<file path="config.mk">
export PLATFORM = sky130hd
export DESIGN_NAME = bit_vector_set_engine_core
export DESIGN_NICKNAME = d
export VERILOG_FILES = /design/src/bvs_pkg.sv /design/src/bvs_ctrl.sv /design/src/bvs_dpath.sv /design/src/bit_vector_set_engine_core.sv
export SDC_FILE = /design/constraint.sdc
export NUM_CORES = 1
export LEC_CHECK = 0
export BUFFER_PORTS_ARGS = -buffer_cell sky130_fd_sc_hd__buf_4
export CORE_UTILIZATION = 33
export CTS_BUF_LIST = sky130_fd_sc_hd__clkbuf_4 sky130_fd_sc_hd__clkbuf_8
export DETAILED_ROUTE_END_ITERATION = 10
export PLACE_DENSITY_LB_ADDON = 0.12
export SYNTH_ARGS = -nofsm -noshare
export SYNTH_HDL_FRONTEND = slang
export SYNTH_SLANG_ARGS = --single-unit
</file>
<file path="constraint.sdc">
create_clock -name clk_i -period 14.8 [get_ports clk_i]
set_input_delay 1.48 -clock clk_i [delete_from_list [all_inputs] [get_ports clk_i]]
set_output_delay 1.48 -clock clk_i [all_outputs]
set_load 0.01 [all_outputs]
</file>
<file path="src/bvs_pkg.sv">
// Shared types and codes for the bit vector set engine.
package bvs_pkg;

  typedef enum logic [1:0] {
    REQ_INSERT = 2'd0,
    REQ_DELETE = 2'd1,
    REQ_QUERY  = 2'd2,
    REQ_CUT    = 2'd3
  } req_e;

  typedef enum logic [1:0] {
    S_IDLE,
    S_OP,
    S_CUT,
    S_LAST
  } state_e;

  typedef enum logic [1:0] {
    RA_REQ,
    RA_K1,
    RA_K2
  } rd_sel_e;

  typedef enum logic [1:0] {
    WD_SET,
    WD_CLR,
    WD_CARRY,
    WD_HELD
  } wr_sel_e;

  typedef struct packed {
    logic [1:0] req_type;
    logic [9:0] element;
  } in_t;

  typedef struct packed {
    logic member;
    logic status;
  } out_t;

  typedef struct packed {
    logic    latch;
    logic    rd_en;
    rd_sel_e rd_sel;
    logic    wr_en;
    wr_sel_e wr_sel;
    logic    hold_op;
    logic    hold_shift;
    logic    k_inc;
    logic    out_ld;
    logic    out_rej;
  } cmd_t;

  typedef struct packed {
    logic reject;
    req_e req;
    logic last_op;
    logic last_cut;
  } stat_t;

endpackage

</file>
<file path="src/bvs_ctrl.sv">
// Controller state machine sequencing requests and cut walks.
module bvs_ctrl (
  input  logic          clk_i,
  input  logic          rst_ni,
  input  logic          in_valid_i,
  output logic          in_stall_o,
  output logic          out_valid_o,
  input  logic          out_stall_i,
  input  bvs_pkg::stat_t stat_i,
  output bvs_pkg::cmd_t  cmd_o
);

  bvs_pkg::state_e state_q, state_d;
  logic            out_valid_q, out_valid_d;
  logic            accept;

  assign in_stall_o  = (state_q != bvs_pkg::S_IDLE) || (out_valid_q && out_stall_i);
  assign accept      = in_valid_i && !in_stall_o;
  assign out_valid_o = out_valid_q;

  always_ff @(posedge clk_i or negedge rst_ni) begin
    if (!rst_ni) begin
      state_q     <= bvs_pkg::S_IDLE;
      out_valid_q <= 1'b0;
    end else begin
      state_q     <= state_d;
      out_valid_q <= out_valid_d;
    end
  end

  always_comb begin
    state_d = state_q;
    unique case (state_q)
      bvs_pkg::S_IDLE: begin
        if (accept && !stat_i.reject) state_d = bvs_pkg::S_OP;
      end
      bvs_pkg::S_OP: begin
        if (stat_i.req != bvs_pkg::REQ_CUT) state_d = bvs_pkg::S_IDLE;
        else if (stat_i.last_op) state_d = bvs_pkg::S_LAST;
        else state_d = bvs_pkg::S_CUT;
      end
      bvs_pkg::S_CUT: begin
        if (stat_i.last_cut) state_d = bvs_pkg::S_LAST;
      end
      bvs_pkg::S_LAST: state_d = bvs_pkg::S_IDLE;
      default: state_d = bvs_pkg::S_IDLE;
    endcase
  end

  always_comb begin
    cmd_o = '{latch: 1'b0, rd_en: 1'b0, rd_sel: bvs_pkg::RA_REQ, wr_en: 1'b0,
              wr_sel: bvs_pkg::WD_HELD, hold_op: 1'b0, hold_shift: 1'b0,
              k_inc: 1'b0, out_ld: 1'b0, out_rej: 1'b0};
    out_valid_d = out_valid_q && out_stall_i;
    unique case (state_q)
      bvs_pkg::S_IDLE: begin
        if (accept) begin
          if (stat_i.reject) begin
            cmd_o.out_ld  = 1'b1;
            cmd_o.out_rej = 1'b1;
            out_valid_d   = 1'b1;
          end else begin
            cmd_o.latch = 1'b1;
            cmd_o.rd_en = 1'b1;
          end
        end
      end
      bvs_pkg::S_OP: begin
        unique case (stat_i.req)
          bvs_pkg::REQ_INSERT: begin
            cmd_o.wr_en  = 1'b1;
            cmd_o.wr_sel = bvs_pkg::WD_SET;
            cmd_o.out_ld = 1'b1;
            out_valid_d  = 1'b1;
          end
          bvs_pkg::REQ_DELETE: begin
            cmd_o.wr_en  = 1'b1;
            cmd_o.wr_sel = bvs_pkg::WD_CLR;
            cmd_o.out_ld = 1'b1;
            out_valid_d  = 1'b1;
          end
          bvs_pkg::REQ_QUERY: begin
            cmd_o.out_ld = 1'b1;
            out_valid_d  = 1'b1;
          end
          default: begin
            cmd_o.hold_op = 1'b1;
            if (!stat_i.last_op) begin
              cmd_o.rd_en  = 1'b1;
              cmd_o.rd_sel = bvs_pkg::RA_K1;
            end
          end
        endcase
      end
      bvs_pkg::S_CUT: begin
        cmd_o.wr_en      = 1'b1;
        cmd_o.wr_sel     = bvs_pkg::WD_CARRY;
        cmd_o.hold_shift = 1'b1;
        cmd_o.k_inc      = 1'b1;
        if (!stat_i.last_cut) begin
          cmd_o.rd_en  = 1'b1;
          cmd_o.rd_sel = bvs_pkg::RA_K2;
        end
      end
      bvs_pkg::S_LAST: begin
        cmd_o.wr_en  = 1'b1;
        cmd_o.wr_sel = bvs_pkg::WD_HELD;
        cmd_o.out_ld = 1'b1;
        out_valid_d  = 1'b1;
      end
      default: ;
    endcase
  end

endmodule

</file>
<file path="src/bvs_dpath.sv">
// Datapath: word store, request registers, cut shifter and result register.
module bvs_dpath #(
  parameter int NUM_WORDS = 16
) (
  input  logic           clk_i,
  input  logic           rst_ni,
  input  bvs_pkg::in_t   in_data_i,
  input  logic           cfg_we_i,
  input  logic [4:0]     cfg_wdata_i,
  input  bvs_pkg::cmd_t  cmd_i,
  output bvs_pkg::stat_t stat_o,
  output bvs_pkg::out_t  out_data_o
);

  localparam int DEPTH = (NUM_WORDS > 31) ? 31 : NUM_WORDS;
  localparam int AW = (DEPTH > 1) ? $clog2(DEPTH) : 1;
  localparam logic [4:0] NMAX = 5'(DEPTH);

  logic [63:0]   mem [DEPTH];
  logic          vld_q [DEPTH];
  logic [63:0]   rdata_q;
  logic          rvld_q;
  logic [4:0]    cfg_q;
  bvs_pkg::req_e req_q;
  logic [5:0]    pos_q;
  logic [4:0]    k_q;
  logic [63:0]   held_q;
  bvs_pkg::out_t out_q;

  logic [4:0]  n;
  logic [4:0]  n_m1;
  logic [4:0]  in_w;
  logic [4:0]  ra;
  logic [63:0] word;
  logic [63:0] bit_m;
  logic [63:0] low_m;
  logic [63:0] keep_m;
  logic [63:0] below_m;
  logic [63:0] cut_w;
  logic [63:0] wd;

  assign n      = (cfg_q > NMAX) ? NMAX : cfg_q;
  assign n_m1   = n - 5'd1;
  assign in_w   = {1'b0, in_data_i.element[9:6]};
  assign word   = rvld_q ? rdata_q : 64'd0;
  assign bit_m  = 64'h8000_0000_0000_0000 >> pos_q;
  assign low_m  = {64{1'b1}} >> pos_q;
  assign keep_m = ~low_m;
  assign below_m = low_m >> 1;
  assign cut_w  = (word & keep_m) | ((word & below_m) << 1);

  assign stat_o.reject   = (in_w >= n);
  assign stat_o.req      = req_q;
  assign stat_o.last_op  = (k_q == n_m1);
  assign stat_o.last_cut = ((k_q + 5'd1) == n_m1);

  always_comb begin
    unique case (cmd_i.rd_sel)
      bvs_pkg::RA_K1: ra = k_q + 5'd1;
      bvs_pkg::RA_K2: ra = k_q + 5'd2;
      default:        ra = in_w;
    endcase
  end

  always_comb begin
    unique case (cmd_i.wr_sel)
      bvs_pkg::WD_SET:   wd = word | bit_m;
      bvs_pkg::WD_CLR:   wd = word & ~bit_m;
      bvs_pkg::WD_CARRY: wd = held_q | {63'd0, word[63]};
      default:           wd = held_q;
    endcase
  end

  always_ff @(posedge clk_i) begin
    if (cmd_i.wr_en) mem[k_q[AW-1:0]] <= wd;
    if (cmd_i.rd_en) rdata_q <= mem[ra[AW-1:0]];
  end

  always_ff @(posedge clk_i or negedge rst_ni) begin
    if (!rst_ni) begin
      for (int i = 0; i < DEPTH; i++) vld_q[i] <= 1'b0;
      rvld_q <= 1'b0;
      cfg_q  <= 5'd16;
    end else begin
      if (cmd_i.wr_en) vld_q[k_q[AW-1:0]] <= 1'b1;
      if (cmd_i.rd_en) rvld_q <= vld_q[ra[AW-1:0]];
      if (cfg_we_i) cfg_q <= cfg_wdata_i;
    end
  end

  always_ff @(posedge clk_i) begin
    if (cmd_i.latch) begin
      req_q <= bvs_pkg::req_e'(in_data_i.req_type);
      pos_q <= in_data_i.element[5:0];
    end
    if (cmd_i.latch) k_q <= in_w;
    else if (cmd_i.k_inc) k_q <= k_q + 5'd1;
    if (cmd_i.hold_op) held_q <= cut_w;
    else if (cmd_i.hold_shift) held_q <= word << 1;
    if (cmd_i.out_ld) begin
      if (cmd_i.out_rej) begin
        out_q.member <= 1'b0;
        out_q.status <= 1'b1;
      end else begin
        out_q.member <= (req_q == bvs_pkg::REQ_QUERY) && ((word & bit_m) != 64'd0);
        out_q.status <= 1'b0;
      end
    end
  end

  assign out_data_o = out_q;

endmodule

</file>
<file path="src/bit_vector_set_engine_core.sv">
// Top level of the bit vector set engine: controller plus datapath.
//
// Input channel carries one request item (req_type, element); the output
// channel returns one item (member, status) per request. Both use valid and
// stall; an item moves when valid is high and stall is low.
// One request is in work at a time. Steps from accept to result valid:
//   rejected element (word not in use): result loaded on accept
//   insert, delete, query: word read, then update
//   cut: words w to n - 1 rewritten, n = words in use, w = element word; the walk
//   updates one word per cycle through the single write port of the store.
// A new item is taken in the cycle the previous result is registered,
// provided the output register is free.
// A stalled result holds in the output register; the input stalls while
// it holds.
// The user must write the words_in_use register by cfg_we_i / cfg_wdata_i only
// while idle; the block does not enforce this. Reset empties the set at once
// through per-word valid bits and sets words_in_use to 16.
module bit_vector_set_engine_core #(
  parameter int NUM_WORDS = 16
) (
  input  logic          clk_i,
  input  logic          rst_ni,
  input  logic          in_valid_i,
  output logic          in_stall_o,
  input  bvs_pkg::in_t  in_data_i,
  output logic          out_valid_o,
  input  logic          out_stall_i,
  output bvs_pkg::out_t out_data_o,
  input  logic          cfg_we_i,
  input  logic [4:0]    cfg_wdata_i
);

  bvs_pkg::cmd_t  cmd;
  bvs_pkg::stat_t stat;

  bvs_ctrl u_ctrl (
    .clk_i       (clk_i),
    .rst_ni      (rst_ni),
    .in_valid_i  (in_valid_i),
    .in_stall_o  (in_stall_o),
    .out_valid_o (out_valid_o),
    .out_stall_i (out_stall_i),
    .stat_i      (stat),
    .cmd_o       (cmd)
  );

  bvs_dpath #(
    .NUM_WORDS (NUM_WORDS)
  ) u_dpath (
    .clk_i       (clk_i),
    .rst_ni      (rst_ni),
    .in_data_i   (in_data_i),
    .cfg_we_i    (cfg_we_i),
    .cfg_wdata_i (cfg_wdata_i),
    .cmd_i       (cmd),
    .stat_o      (stat),
    .out_data_o  (out_data_o)
  );

endmodule
</file>
# Word-level counts from Yosys, hierarchy flattened
# Memories as Yosys holds them, arrays and structs flattened. A register that Yosys moved wholly into a read port is not among the register bits.
# Index checks and enable logic that the tools add are counted.
# W data, S select, Z words.
[totals] register_bits=104 ramBits=1024 inputBits=22 out_inout_bits=4 wordCells=124 memories=1
[classes] n_addsub=3 order_cmp=5 n_eq_ne=14 n_shift=2 muxes=43 n_bitwise=12 n_reduce_logical=17
[memory_table] memory="u_dpath.mem" depth=16 word_bits=64 rd=1 rd_ports_with_merged_regs=1 write_ports=1 line="bvs_dpath.sv:19" text="logic [63:0] mem [DEPTH];"
[op_table] operator="$and A64 B64 Y64" n=3
[op_table] operator="$mux W64" n=3
[op_table] operator="$pmux W64 S3" n=1
[op_table] operator="$not A64 Y64" n=2
[op_table] operator="$or A64 B64 Y64" n=2
[op_table] operator="$shr A64 B6 Y64 const A" n=2
[op_table] operator="$or A64 B1 Y64" n=1
[op_table] operator="$reduce_bool A64 Y1" n=1
[op_table] operator="$and A63 B63 Y63" n=1
[op_table] operator="$mux W2" n=8
[op_table] operator="$or A16 B16 Y16" n=1
[op_table] operator="$mux W1" n=15
[op_table] operator="$eq A2 B2 Y1 const B" n=5
[op_table] operator="$eq A5 B5 Y1" n=2
[op_table] operator="$ge A5 B5 Y1 const B" n=2
[op_table] operator="$not A4 Y5" n=2
[op_table] operator="$mux W3" n=3
[op_table] operator="$pmux W1 S3" n=3
[op_table] operator="$pmux W3 S3" n=1
[op_table] operator="$eq A2 B1 Y1 const B" n=4
[op_table] operator="$mux W4" n=2
[op_table] operator="$pmux W2 S4" n=1
[op_table] operator="$pmux W4 S2" n=1
[op_table] operator="$logic_not A2 Y1" n=3
[op_table] operator="19 further kinds" n=27

# Longest topological paths before layout
[depth] ltp_word=13 ltp_mapped=22 depth_no_buf=18

# Hierarchy
# Synthesis repeated with hierarchy kept, for this count alone.
[unflattened] hier_cells=2788 hier_area_um2=48959.5
[by_module_without_submodules] mod="bvs_dpath" n_inst=1 cells_per_inst=2740 area_per_inst_um2=48596.6
[by_module_without_submodules] mod="bvs_ctrl" n_inst=1 cells_per_inst=48 area_per_inst_um2=362.8

# Worst setup path before layout
# Ideal clock, no wire load.
[synth_timing] path_kind="register -> register" from="register (tool-made name)" to="register u_dpath.vld_q[12] (netlist bit)" t_arrival_ps=6233 slack_ps=8475 path_stages_with_launch=9 n_path_buf=1 period_less_slack_ps=6325 cell_sequence="dfrtp_1 inv_1 ha_1 clkbuf_1 nand2b_1 a31oi_1 nand2_1 nor3_1 or2_2"
[synth_lines] element="end signal, assigned by index" line="bvs_dpath.sv:85" text="if (cmd_i.wr_en) vld_q[k_q[AW-1:0]] <= 1'b1;"
[synth_lines] element="end, declared" line="bvs_dpath.sv:20" text="logic vld_q [DEPTH];"

# Worst setup path in the final report
[layout_timing] from="register u_dpath.cfg_q[4]" to="register u_dpath.rdata_q[39], read port of u_dpath.mem (data pin)"
[layout_via] elab_chain_cells=9 word_cells_on_any_way=16 classes_between="add/sub: 1; order compare: 2; eq/ne: 4; mux: 9"
[layout_rtl] element="start, declared" line="bvs_dpath.sv:23" text="logic [4:0] cfg_q;"
[layout_rtl] element="start signal, assigned" line="bvs_dpath.sv:87" text="if (cfg_we_i) cfg_q <= cfg_wdata_i;"
[layout_rtl] element="$gt A5 B5 Y1" line="bvs_dpath.sv:42" text="assign n = (cfg_q > NMAX) ? NMAX : cfg_q;"
[layout_rtl] element="$mux W5 (*)" line="bvs_dpath.sv:42"
[layout_rtl] element="$sub A5 B1 Y5" line="bvs_dpath.sv:43" text="assign n_m1 = n - 5'd1;"
[layout_rtl] element="$eq A5 B5 Y1" line="bvs_dpath.sv:54" text="assign stat_o.last_op = (k_q == n_m1);"
[layout_rtl] element="$mux W3" line="bvs_ctrl.sv:88" text="if (!stat_i.last_op) begin"
[layout_rtl] element="$mux W3" line="bvs_ctrl.sv:69" text="unique case (stat_i.req)"
[layout_rtl] element="$pmux W2 S2" line="bvs_ctrl.sv:55" text="unique case (state_q)"
[layout_rtl] element="$eq A2 B2 Y1 or $eq A2 B1 Y1 (tied branches)" line="bvs_dpath.sv:58" text="unique case (cmd_i.rd_sel)"
[layout_rtl] element="$pmux W4 S2" line="bvs_dpath.sv:58"
[layout_rtl] element="end, declared" line="bvs_dpath.sv:21" text="logic [63:0] rdata_q;"
# Every way passes the cells marked *; elsewhere a longest branch is shown, timed or not.
# A chain may end at the register's enable or synchronous reset.

==> flow_summary.ini <==
[run_status]
outcome = finished clean

[detailed_routing]
viasPerCell = 5.376
drcViolationCount = 0
vias = 27060
drt-total-wl_microns = 138400
wl_per_cell_microns = 27.49
ant_nets = 0
dr.pass1.iters = 5
drtIter0Drc = 2415

[grt]
grt_use_met1 = 0.2574
overflow = 0
grt_pass1_wl_microns = 201700
grt_pass1_vias = 28440
grt.total_usage = 0.1844
grt_util_met2 = 0.2974
antenna_found_initial = 5
busiest_layer = met2
grt_max_degree = 131
use_met3 = 0.03292

[synth]
syn_inst = 2791
ys.flop_type = edfxtp_1
ys_seq_elements = 1191
synth_edf_count = 1165
synth_area_leaders = edfxtp_1, mux4_2, nand2_1
synthDistinctLibCells = 79
syn_nets = 2830
syn-cell-area_sq_mm = 0.04923
yosysTopAreaCell = edfxtp_1
netlist.area_leader.share = 0.7106
async_flop_share = 0.02099
synth-seq-area-share = 0.7237
yosys_warnings = 0
avgSynthCellArea_sq_um = 17.64

[clock_tree]
hold_buffers = 0
clk_latency_ns = 0.95
root_buffer = clkbuf_8
clk_path_buf_depth = 3
cts_resized = 0
htreeDepth = 4
cts_buffers = 205
cts_tree = built
clk_pin_slew_worst_paths_ns = 0.06
post_cts_buffers = 0
cts_num_sinks = 1191

[setup_path]
startpoint_type = flop
cp_max_fo = 54
path_class = flop to flop
arrival_ns = 7.78
worst_setup_path_end_kind = flop
required_ns = 15.42

[pwr]
p_leak_nw = 17.96
p_per_area_mw_per_mm2 = 202.8
p_total_w = 0.01136
ir_worst_vdd_mv = 0.1333

[timing]
min_period_ns = 7.161
rsz0062_at_grt = no
skew_ns = 0.04764
finalSetupViolations = 0
worst_slew_pin_slew_ns = 1.316
tns_ns = 0
fmax_ghz = 0.1396
final_hold_viol_count = 0
finalCritPeriodShare = 0.4839
slew_headroom = 0.1166
finalMaxSlewViolations = 0

[final_layout]
fin_util = 0.3791
nFillCells = 13610
area_growth_pct = 13.83
final_nets = 2976
drive_above_1_share = 0.2498

[floorplan]
start_util = 0.3330
row_count = 141
die_y_microns = 388.3
core_sq_mm = 0.1478
die_w_microns = 388.3
top_level_ports = 26
die-area_sq_mm = 0.1507

[run]
max_cap_viol_count = 0

[placed_design]
hpwl_microns = 72960
place_congestion = 0.8584
numPortBuffers = 25

[min_path]
hold_path.class = primary input to async pin
[area by class of cell]
class | count | area [sq um] | area share
sequential | 1191 | 35630 | 0.6358
multi-input combinational | 1385 | 12830 | 0.2289
clock buffer | 264 | 3271 | 0.05836
tap | 1930 | 2415 | 0.04309
timing repair buffer | 134 | 1047 | 0.01869
clock inverter | 105 | 762.0 | 0.01360
inverter | 20 | 75.07 | 0.001340
antenna | 5 | 12.51 | 0.0002233
[power breakdown]
group	total [W]	switching, W	leakage [nW]	internal (W)
combinational	0.00318	0.00213	4.90	0.00105
clock	0.00294	0.00138	2.12	0.00156
sequential	0.00524	0.000356	10.9	0.00488
[layer usage]
| layer | vias to the layer above | wire length [microns] |
|---|---|---|
| met2 | 779 | 67130 |
| met1 | 14540 | 62560 |
| met3 | 166 | 6510 |
| li1 | 11580 | - |
| met4 | 0 | 2181 |
| met5 | - | 0 |
[kinds of logic after synthesis]
kind of cell               Yosys count  synth area share
adders and majority gates           17          0.004320
muxes                              329            0.1334
and+or+nand+nor                    559           0.05482
AOI/OAI and AO/OA                  469           0.06226
xor gates and xnor gates            11          0.001957
DFF                               1191            0.7237
buffers and inverters              215           0.01952
[worst paths after layout]
path,from,to,slack [ns],cells past startpoint
setup / recovery,u_dpath.cfg_q[4],u_dpath.rdata_q[39],7.64,19
min in group clk_i,u_dpath.vld_q[1],u_dpath.vld_q[1],0.46,1
hold reg to reg,u_dpath.vld_q[1],u_dpath.vld_q[1],0.46,1
max in group asynchronous,rst_ni,u_dpath.cfg_q[4],14.04,1
hold / removal,rst_ni,u_dpath.vld_q[7],0.43,1
setup reg to reg,u_dpath.cfg_q[4],u_dpath.rdata_q[39],7.64,19
[critical path: stages, from the launching register on]
cell and delay (ns):
dfstp_2 0.61, inv_1 0.14, nand2_1 0.12, ha_1 0.31, or4b_4 0.51, o21ai_2 0.08
xnor2_1 0.11, or3b_4 0.42, a31oi_4 0.24, nand2_1 0.12, ha_1 0.63, a211oi_1 0.16
a21oi_4 0.15, buf_4 0.65, buf_4 0.73, buf_4 0.82, mux4_2 0.42, and2_1 0.17
a211oi_1 0.24, a31oi_1 0.09
[placed cells by master, fill, tap and decap left out, types with 9 or more instances in the layout]
cell	Yosys	final
a211oi_1	69	69
a21boi_0	13	13
a21oi_1	77	76
a22o_1	23	23
a31oi_1	116	116
and2_1	71	71
buf_4	8	130
clkbuf_4	0	58
clkbuf_8	3	206
clkinv_1	0	59
clkinv_2	0	24
dfrtp_1	24	23
edfxtp_1	1165	1165
ha_1	17	17
inv_1	20	20
mux2i_1	63	63
mux4_2	261	261
nand2_1	289	287
nand3_1	14	14
nor2_1	49	36
nor2_4	0	12
nor2b_1	58	56
nor3_1	13	9
o211ai_1	23	23
o21ai_0	81	71
o21ai_1	1	9
o31ai_1	20	20
or2_2	17	17
[through the flow]
step | instance area, sq um | std cells | worst slack [ns] | hold slack, ns
2_1_floorplan | 49230 | 2791 | 8.475 | 0.4337
3_3_place_gp | 51990 | 4659 | 7.785 | 0.4459
3_5_place_dp | 51990 | 4659 | 7.621 | 0.4471
4_1_cts | 56020 | 5028 | 7.574 | 0.3327
5_1_grt | 56040 | 5034 | 7.213 | 0.3628
6_report | 56040 | 5034 | 7.639 | 0.4318
[flip-flops by register name (all words and copies together), names as in the netlist, named ones only]
register	flops
u_dpath.mem	1024
u_dpath.out_data_o	2
u_dpath.k_q	5
u_dpath.pos_q	6
u_dpath.held_q	63
u_dpath.vld_q	16
u_dpath.cfg_q	5
u_dpath.rvld_q	1
u_dpath.rdata_q	64
u_ctrl.out_valid_o	1
u_ctrl.state_q	1
u_dpath.req_q	2
[cell usage after synthesis (4+ instances only)]
cell type and number:
edfxtp_1 1165, nand2_1 289, mux4_2 261, a31oi_1 116
clkbuf_1 112, o21ai_0 81, a21oi_1 77, and2_1 71
a211oi_1 69, mux2i_1 63, buf_2 60, nor2b_1 58
nor2_1 49, dfrtp_1 24, a22o_1 23, o211ai_1 23
inv_1 20, o31ai_1 20, ha_1 17, or2_2 17
nand3_1 14, a21boi_0 13, nor3_1 13, buf_1 10
buf_4 8, a22oi_1 6, nand4_1 6, xnor2_1 6
and3_1 5, nand2b_1 5, nand3b_1 5, xor2_1 5
a21o_1 4, mux2_2 4, o21a_1 4, o221ai_1 4
o22ai_1 4, or3_1 4
Note: power is estimated with default switching activity, not from simulation.
